$ cat config.mk
export PLATFORM = sky130hd
export DESIGN_NAME = sem_magnitude
export DESIGN_NICKNAME = d
export VERILOG_FILES = /design/src/rtl/sem_pkg.sv /design/src/rtl/sem_magnitude.sv
export SDC_FILE = /design/constraint.sdc
export NUM_CORES = 2
export LEC_CHECK = 0
export ABC_AREA = 1
export BUFFER_PORTS_ARGS = -buffer_cell sky130_fd_sc_hd__buf_4
export CAP_MARGIN = 25
export CORE_AREA = 5 5 317 319
export DETAILED_ROUTE_END_ITERATION = 10
export DIE_AREA = 0 0 322 324
export GPL_ROUTABILITY_DRIVEN = 0
export PLACE_DENSITY_LB_ADDON = 0.05
export SETUP_SLACK_MARGIN = 0.4
export SLEW_MARGIN = 15
export SYNTH_ARGS = -nofsm -noshare
export SYNTH_HDL_FRONTEND = slang
export SYNTH_SLANG_ARGS = --single-unit
$ cat constraint.sdc
create_clock -name clock -period 22.1 [get_ports clock]
set_input_delay 4.42 -clock clock [delete_from_list [all_inputs] [get_ports clock]]
set_output_delay 4.42 -clock clock [all_outputs]
set_load 0.03 [all_outputs]
$ cat src/rtl/sem_pkg.sv
// Shared types, widths and codes of the Sobel edge magnitude block.
// No dependencies; compiled first.
package sem_pkg;

   localparam int CHAN_W    = 8;
   localparam int PIX_W     = 3 * CHAN_W;
   localparam int ROW_W     = 16;
   localparam int COL_W     = 11;
   localparam int FW_W      = 12;
   localparam int FH_W      = 16;
   localparam int CSR_W     = 16;
   localparam int CSR_IDX_W = 1;

   localparam logic [CSR_IDX_W-1:0] CSR_FRAME_WIDTH  = 1'd0;
   localparam logic [CSR_IDX_W-1:0] CSR_FRAME_HEIGHT = 1'd1;

   localparam logic [15:0]       ROOT_CAP = 16'd65280;
   localparam logic [CHAN_W-1:0] MAG_MAX  = 8'd255;

   typedef logic [CHAN_W-1:0] chan_type;
   typedef logic [PIX_W-1:0]  pix_type;

   // one column of the 3-row neighborhood
   typedef struct packed {
      pix_type top;
      pix_type mid;
      pix_type bot;
   } col_type;

   // request to the magnitude unit
   typedef struct packed {
      logic    start;
      logic    shift;
      col_type left;
      col_type center;
      col_type right;
   } mag_req_type;

   function automatic chan_type chan_of(input pix_type p, input logic [1:0] k);
      chan_type v;
      v = p[CHAN_W*k +: CHAN_W];
      return v;
   endfunction

endpackage

$ cat src/rtl/sem_magnitude.sv
// Three-lane Sobel gradient and rounded, capped square root of Gx^2+Gy^2.
// Root is found one bit per cycle. Depends on sem_pkg.
module sem_magnitude import sem_pkg::*; (
   input  logic                   clock,
   input  logic                   reset,
   input  mag_req_type            req,
   output logic                   done,
   output logic [2:0][CHAN_W-1:0] mag
);

   localparam logic [2:0] M_IDLE = 3'd0;
   localparam logic [2:0] M_GRAD = 3'd1;
   localparam logic [2:0] M_SQR  = 3'd2;
   localparam logic [2:0] M_SUM  = 3'd3;
   localparam logic [2:0] M_ROOT = 3'd4;
   localparam logic [2:0] M_RND  = 3'd5;

   logic [2:0] state_ff;
   logic [2:0] bit_ff;
   logic       done_ff;

   col_type lt_ff, ct_ff, rt_ff;
   logic signed [10:0] gx_ff [3];
   logic signed [10:0] gy_ff [3];
   logic signed [10:0] gx_in [3];
   logic signed [10:0] gy_in [3];
   logic [19:0] sx_ff [3];
   logic [19:0] sy_ff [3];
   logic [19:0] sx_in [3];
   logic [19:0] sy_in [3];
   logic [15:0] s_ff [3];
   logic        cap_ff [3];
   logic [7:0]  root_ff [3];
   logic [7:0]  root_in [3];
   logic [7:0]  res_in [3];
   logic [2:0][CHAN_W-1:0] mag_ff;

   // drop the top row for the last-row window
   function automatic col_type shifted(input col_type c, input logic sh);
      col_type o;
      o = sh ? col_type'{top: c.mid, mid: c.bot, bot: '0} : c;
      return o;
   endfunction

   function automatic logic signed [10:0] ext(input chan_type v);
      logic signed [10:0] o;
      o = $signed({3'b000, v});
      return o;
   endfunction

   // gradients, squares, root step and rounding per lane
   always_comb begin
      logic signed [21:0] gxw, gyw;
      logic [7:0]  trial;
      logic [15:0] tsq;
      logic [16:0] rr;
      for (int k = 0; k < 3; k++) begin
         gx_in[k] = (ext(chan_of(rt_ff.top, 2'(k))) + (ext(chan_of(rt_ff.mid, 2'(k))) <<< 1)
                   + ext(chan_of(rt_ff.bot, 2'(k))))
                  - (ext(chan_of(lt_ff.top, 2'(k))) + (ext(chan_of(lt_ff.mid, 2'(k))) <<< 1)
                   + ext(chan_of(lt_ff.bot, 2'(k))));
         gy_in[k] = (ext(chan_of(lt_ff.bot, 2'(k))) + (ext(chan_of(ct_ff.bot, 2'(k))) <<< 1)
                   + ext(chan_of(rt_ff.bot, 2'(k))))
                  - (ext(chan_of(lt_ff.top, 2'(k))) + (ext(chan_of(ct_ff.top, 2'(k))) <<< 1)
                   + ext(chan_of(rt_ff.top, 2'(k))));
         gxw = 22'(gx_ff[k]);
         gyw = 22'(gy_ff[k]);
         sx_in[k] = 20'(gxw * gxw);
         sy_in[k] = 20'(gyw * gyw);
         trial = root_ff[k] | (8'd1 << bit_ff);
         tsq = {8'b0, trial} * {8'b0, trial};
         root_in[k] = (tsq <= s_ff[k]) ? trial : root_ff[k];
         rr = {9'b0, root_ff[k]} * {9'b0, root_ff[k]} + {9'b0, root_ff[k]};
         if (cap_ff[k]) begin
            res_in[k] = MAG_MAX;
         end else if ({1'b0, s_ff[k]} > rr) begin
            res_in[k] = root_ff[k] + 8'd1;
         end else begin
            res_in[k] = root_ff[k];
         end
      end
   end

   // sequence the stages
   always_ff @(posedge clock) begin
      if (reset) begin
         state_ff <= M_IDLE;
         done_ff  <= 1'b0;
         bit_ff   <= 3'd7;
      end else begin
         done_ff <= (state_ff == M_RND);
         case (state_ff)
            M_IDLE: if (req.start) state_ff <= M_GRAD;
            M_GRAD: state_ff <= M_SQR;
            M_SQR:  state_ff <= M_SUM;
            M_SUM: begin
               state_ff <= M_ROOT;
               bit_ff   <= 3'd7;
            end
            M_ROOT: begin
               if (bit_ff == 3'd0) state_ff <= M_RND;
               bit_ff <= bit_ff - 3'd1;
            end
            M_RND: begin
               state_ff <= M_IDLE;
            end
            default: state_ff <= M_IDLE;
         endcase
      end
   end

   // datapath registers
   always_ff @(posedge clock) begin
      logic [20:0] sum;
      if (state_ff == M_IDLE && req.start) begin
         lt_ff <= shifted(req.left, req.shift);
         ct_ff <= shifted(req.center, req.shift);
         rt_ff <= shifted(req.right, req.shift);
      end
      for (int k = 0; k < 3; k++) begin
         if (state_ff == M_GRAD) begin
            gx_ff[k] <= gx_in[k];
            gy_ff[k] <= gy_in[k];
         end
         if (state_ff == M_SQR) begin
            sx_ff[k] <= sx_in[k];
            sy_ff[k] <= sy_in[k];
         end
         if (state_ff == M_SUM) begin
            sum = {1'b0, sx_ff[k]} + {1'b0, sy_ff[k]};
            cap_ff[k]  <= sum > {5'b0, ROOT_CAP};
            s_ff[k]    <= sum[15:0];
            root_ff[k] <= 8'd0;
         end
         if (state_ff == M_ROOT) root_ff[k] <= root_in[k];
         if (state_ff == M_RND) mag_ff[k] <= res_in[k];
      end
   end

   assign done = done_ff;
   assign mag  = mag_ff;

endmodule

Word-level counts from Yosys, hierarchy flattened
Memory sizes are Yosys's and may differ from the RTL's.
Cells that the tools add are included.
W data, S select, Z words.
{"block": "totals", "ff_bits": 223, "latchBits": 0, "ramBits": 261, "mem_bits_ro": 0, "output_inout_bits": 25, "wordCells": 125, "mem_count": 7}
{"name": "sx_ff", "words": 3, "word_bits": 20, "read_ports": 3, "rd_ports_with_merged_regs": 0, "write_ports": 3, "line_no": "sem_magnitude.sv:27", "text": "logic [19:0] sx_ff [3];"}
{"name": "sy_ff", "words": 3, "word_bits": 20, "read_ports": 3, "rd_ports_with_merged_regs": 0, "write_ports": 3, "line_no": "sem_magnitude.sv:28", "text": "logic [19:0] sy_ff [3];"}
{"name": "s_ff", "words": 3, "word_bits": 16, "read_ports": 3, "rd_ports_with_merged_regs": 0, "write_ports": 3, "line_no": "sem_magnitude.sv:31", "text": "logic [15:0] s_ff [3];"}
{"name": "gx_ff", "words": 3, "word_bits": 11, "read_ports": 3, "rd_ports_with_merged_regs": 0, "write_ports": 3, "line_no": "sem_magnitude.sv:23", "text": "logic signed [10:0] gx_ff [3];"}
{"name": "gy_ff", "words": 3, "word_bits": 11, "read_ports": 3, "rd_ports_with_merged_regs": 0, "write_ports": 3, "line_no": "sem_magnitude.sv:24", "text": "logic signed [10:0] gy_ff [3];"}
{"name": "root_ff", "words": 3, "word_bits": 8, "read_ports": 3, "rd_ports_with_merged_regs": 0, "write_ports": 3, "line_no": "sem_magnitude.sv:33", "text": "logic [7:0] root_ff [3];"}
{"name": "+1 memories"}
{"block": "classes", "add_sub_neg": 40, "multipliers": 12, "div": 0, "n_lt_le_gt_ge": 9, "eq_ne": 7, "shift": 1, "mux": 24, "bitwise_logic": 6, "n_reduce_logical": 5}
{"operator": "$mux W72", "n": 3}
{"operator": "$add A10 B8 Y11", "n": 12}
{"operator": "$add A8 B9 Y10", "n": 12}
{"operator": "$mul A11 B11 Y20", "n": 6}
{"operator": "$mul A8 B8 Y16", "n": 6}
{"operator": "$mux W8", "n": 9}
{"operator": "$sub A11 B11 Y11", "n": 6}
{"operator": "$add A20 B20 Y21", "n": 3}
{"operator": "$gt A21 B16 Y1 const B", "n": 3}
{"operator": "$add A16 B8 Y17", "n": 3}
{"operator": "$gt A16 B17 Y1", "n": 3}
{"operator": "$le A16 B16 Y1", "n": 3}
{"operator": "$add A8 B1 Y8 const B", "n": 3}
{"operator": "$or A8 B8 Y8", "n": 3}
{"operator": "$pmux W3 S5", "n": 1}
{"operator": "$mux W1", "n": 8}
{"operator": "$shl A1 B3 Y8 const A", "n": 1}
{"operator": "$eq A3 B2 Y1 const B", "n": 2}
{"operator": "$eq A3 B3 Y1 const B", "n": 2}
{"operator": "$logic_not A3 Y1", "n": 2}
{"operator": "$mux W3", "n": 2}
{"operator": "$pmux W3 S2", "n": 1}
{"operator": "$ne A2 B2 Y1 const B", "n": 2}
{"operator": "$eq A3 B1 Y1 const B", "n": 1}
{"operator": "other kinds (5)", "n": 7}

Depth between registers and ports, before layout
{"block": "depth", "depth_word": 6, "ltp_mapped": 34}

Worst setup path before layout
No wires, ideal clock.
{"block": "synth_timing", "path_kind": "input-to-reg", "from": "in req[217] (netlist bit)", "to": "reg ct_ff[0] (netlist bit) (enable)", "setup_time_ps": 746, "arrival_time_ps": 12347, "setup_slack_ps": 9006, "stages": 2, "n_path_buf": 0, "cell_sequence": "inv_1 nor2_1"}
{"block": "synth_between", "elab_chain_len": 1}
{"element": "from (decl)", "line_no": "sem_magnitude.sv:6", "text": "input mag_req_type req,"}
{"element": "$logic_and A1 B1 Y1", "line_no": "sem_magnitude.sv:115", "text": "if (state_ff == M_IDLE && req.start) begin"}
{"element": "to (signal assigned)", "line_no": "sem_magnitude.sv:117", "text": "ct_ff <= shifted(req.center, req.shift);"}
{"element": "to (decl)", "line_no": "sem_magnitude.sv:22", "text": "col_type lt_ff, ct_ff, rt_ff;"}
Every way passes these cells.
A chain may end at the register's enable or synchronous reset.

==> flow_summary.yaml <==
outcome:
  status: "complete, no violations"
timing:
  finalSetupTns_ns: 0
  worst_slew_pin_slew_ns: 1.018
  rsz0062_at_grt: "no"
  drv_slew: 0
  timing.final.crit_period_ns: 7.203
  hold_viol_final: 0
  period_share: 0.3259
  relSlewSlack: 0.3191
  timing.fmax_ghz: 0.1388
  setup_violations: 0
  skew_ns: 0.02501
grt:
  grt_usage: 0.2628
  grtUsageMet3: 0.02714
  use_met2: 0.4628
  use_met1: 0.3539
  grt_pass1_wl_microns: 226800
  grt_busiest_layer: "met2"
  grt_max_degree: 177
  antenna_found_initial: 2
  grt_overflow: 0
  grt_pass1_vias: 47730
logic_synthesis:
  postSynth.asyncResetShare: 0
  avgSynthCellArea_sq_um: 8.927
  synth_ff_type: "edfxtp_1"
  synth_seq_area_share: 0.2217
  synth_top_cell_area_share: 0.2903
  ys_types: 56
  synthTopCellsByArea: "fa_1 (29%), edfxtp_1 (22%), ha_1 (13%), inv_1 (12%), nand2_1 (6.9%)"
  syn-cell-area_sq_um: 64410
  synth.largest_area_cell: "fa_1"
  yosysMostFrequentCell: "inv_1"
  yosys-top-cells-count: "inv_1 (2099), nand2_1 (1191), fa_1 (934)"
  ys_ff_latch: 478
  synth_edf_count: 471
  netlist_instances: 7216
  yosys_warnings: 0
critical_path:
  crit_path_top_delay_cell: "a21oi_1"
  required_ns: 22.35
  cp-start-kind: "flop"
  r2r_setup_slack_ns: 14.90
  crit_top_cell: "inv_1"
  setup.worst_path.end_class: "flop"
  path_class: "reg2reg"
  worstPathArrival_ns: 7.46
  slowest_delay_ns: 0.73
  crit_path_max_fanout: 8
routing:
  drc: 0
  dr.pass1.iters: 8
  routed_via_density: 5.154
  wire_per_inst_microns: 15.09
  drt_iter0_drc: 2530
  wl_microns: 131700
  vias: 44960
  ant_nets: 0
floorplan:
  die_h_microns: 324
  initial_utilization: 0.6603
  io_pins: 245
  floorplan.rows: 115
  die-width_microns: 322
  die_area_sq_um: 104300
  core_area_sq_um: 97560
clocking:
  postCtsHoldBufs: 0
  numCtsBuffers: 53
  postCtsResizedCells: 0
  cts_buffer_depth: 3
  post_cts_buffers: 0
  cts_tree: "yes"
  ctsHtreeMaxLevel: 2
  clockRootBuffer: "clkbuf_16"
  clk_latency_ns: 0.65
  clk_pin_slew_ns: 0.07
  clock_sinks: 478
place:
  place_hpwl_microns: 111800
  placement.io_buffers: 244
cells_and_area:
  final_nets: 9207
  area_delta_synth_final_pct: 7.432
  nFillCells: 7542
  layout-drive-gt1-share: 0.06079
worst_hold_path:
  hold_class: "reg2reg"
job:
  max-cap-violations: 0
[metal layers]
metal	share of wire	vias up
met1	0.43	21670
met3	0.043	195
met5	0.000084	-
met2	0.50	965
li1	-	22130
met4	0.026	2
[layout make-up]
cell class	count	area (sq um)	share of cell area
flip-flops and latches	478	14280	0.2064
inverters	2103	7894	0.1141
diodes	1	2.502	0.00003616
well taps	1287	1610	0.02327
clock buffers	62	1380	0.01994
clock inverters	35	374.1	0.005406
repair buffers	254	1929	0.02788
multi-input cells	4504	41730	0.6030
[final timing paths]
kind / start / to / cells past startpoint
max: bit_ff[1] / root_ff[1][0] / 28
min: state_ff[0] / state_ff[0] / 1
max reg2reg: bit_ff[1] / root_ff[1][0] / 28
min reg2reg: state_ff[0] / state_ff[0] / 1
[critical path, delay by kind of cell, from the launching register on]
family          cells  cell delay, ns
buf+inv             8            0.78
simple gates        6            1.04
fa+ha+maj           7            2.93
compound gates      6            1.51
flops               1            0.39
xor+xnor            1            0.18
[cells by family (layout without fill, tap and decap cells)]
kind of cell               count (synthesis)  after routing  share of synthesized area
other                                      2              5                  0.0001166
buffers and inverters                   2236           2454                     0.1310
adders and majority gates               1593           1593                     0.4183
DFF                                      478            478                     0.2217
AOI/OAI and AO/OA                        616            616                    0.05367
xor gates and xnor gates                 344            344                    0.04677
and+or+nand+nor                         1921           1921                     0.1238
muxes                                     26             26                   0.004545
[through the flow]
step	utilization	cell area, sq um	hold slack, ns	std cells	setup WS [ns]
final	0.7094	69200	0.5423	8724	14.90
after global placement	0.6910	67410	0.5122	8624	15.24
after floorplan	-	64420	0.4479	7218	9.006
after detailed placement	0.6910	67410	0.5129	8624	14.98
after global routing	0.7094	69200	0.5796	8724	14.30
after CTS	0.7090	69170	0.5376	8721	14.94
[state kept, by name (all words and copies together) (netlist names)]
name,cells
state_ff,3
root_ff,24
bit_ff,3
rt_ff,72
sy_ff,57
ct_ff,48
gx_ff,33
gy_ff,33
lt_ff,72
sx_ff,57
done,1
mag,24
cap_ff,3
s_ff,48
[placed cells by master, fill, tap and decap left out, types with 20 or more instances in the layout]
cell type | synthesis | routed
or2_2 | 29 | 29
nand4_1 | 42 | 42
mux2_2 | 26 | 26
inv_1 | 2099 | 2099
a21o_1 | 36 | 36
a31oi_1 | 23 | 23
a21oi_1 | 323 | 323
nor2_1 | 363 | 359
nor3_1 | 50 | 49
xnor2_1 | 125 | 125
xor2_1 | 219 | 219
nand3_1 | 175 | 175
nand2_1 | 1191 | 1191
edfxtp_1 | 471 | 471
o21ai_0 | 155 | 155
buf_4 | 1 | 251
fa_1 | 934 | 934
ha_1 | 659 | 659
nand2_2 | 20 | 20
clkbuf_16 | 0 | 53
Power is not shown: default switching activity piles up to over one toggle a cycle in this logic, so the estimate is an artifact.
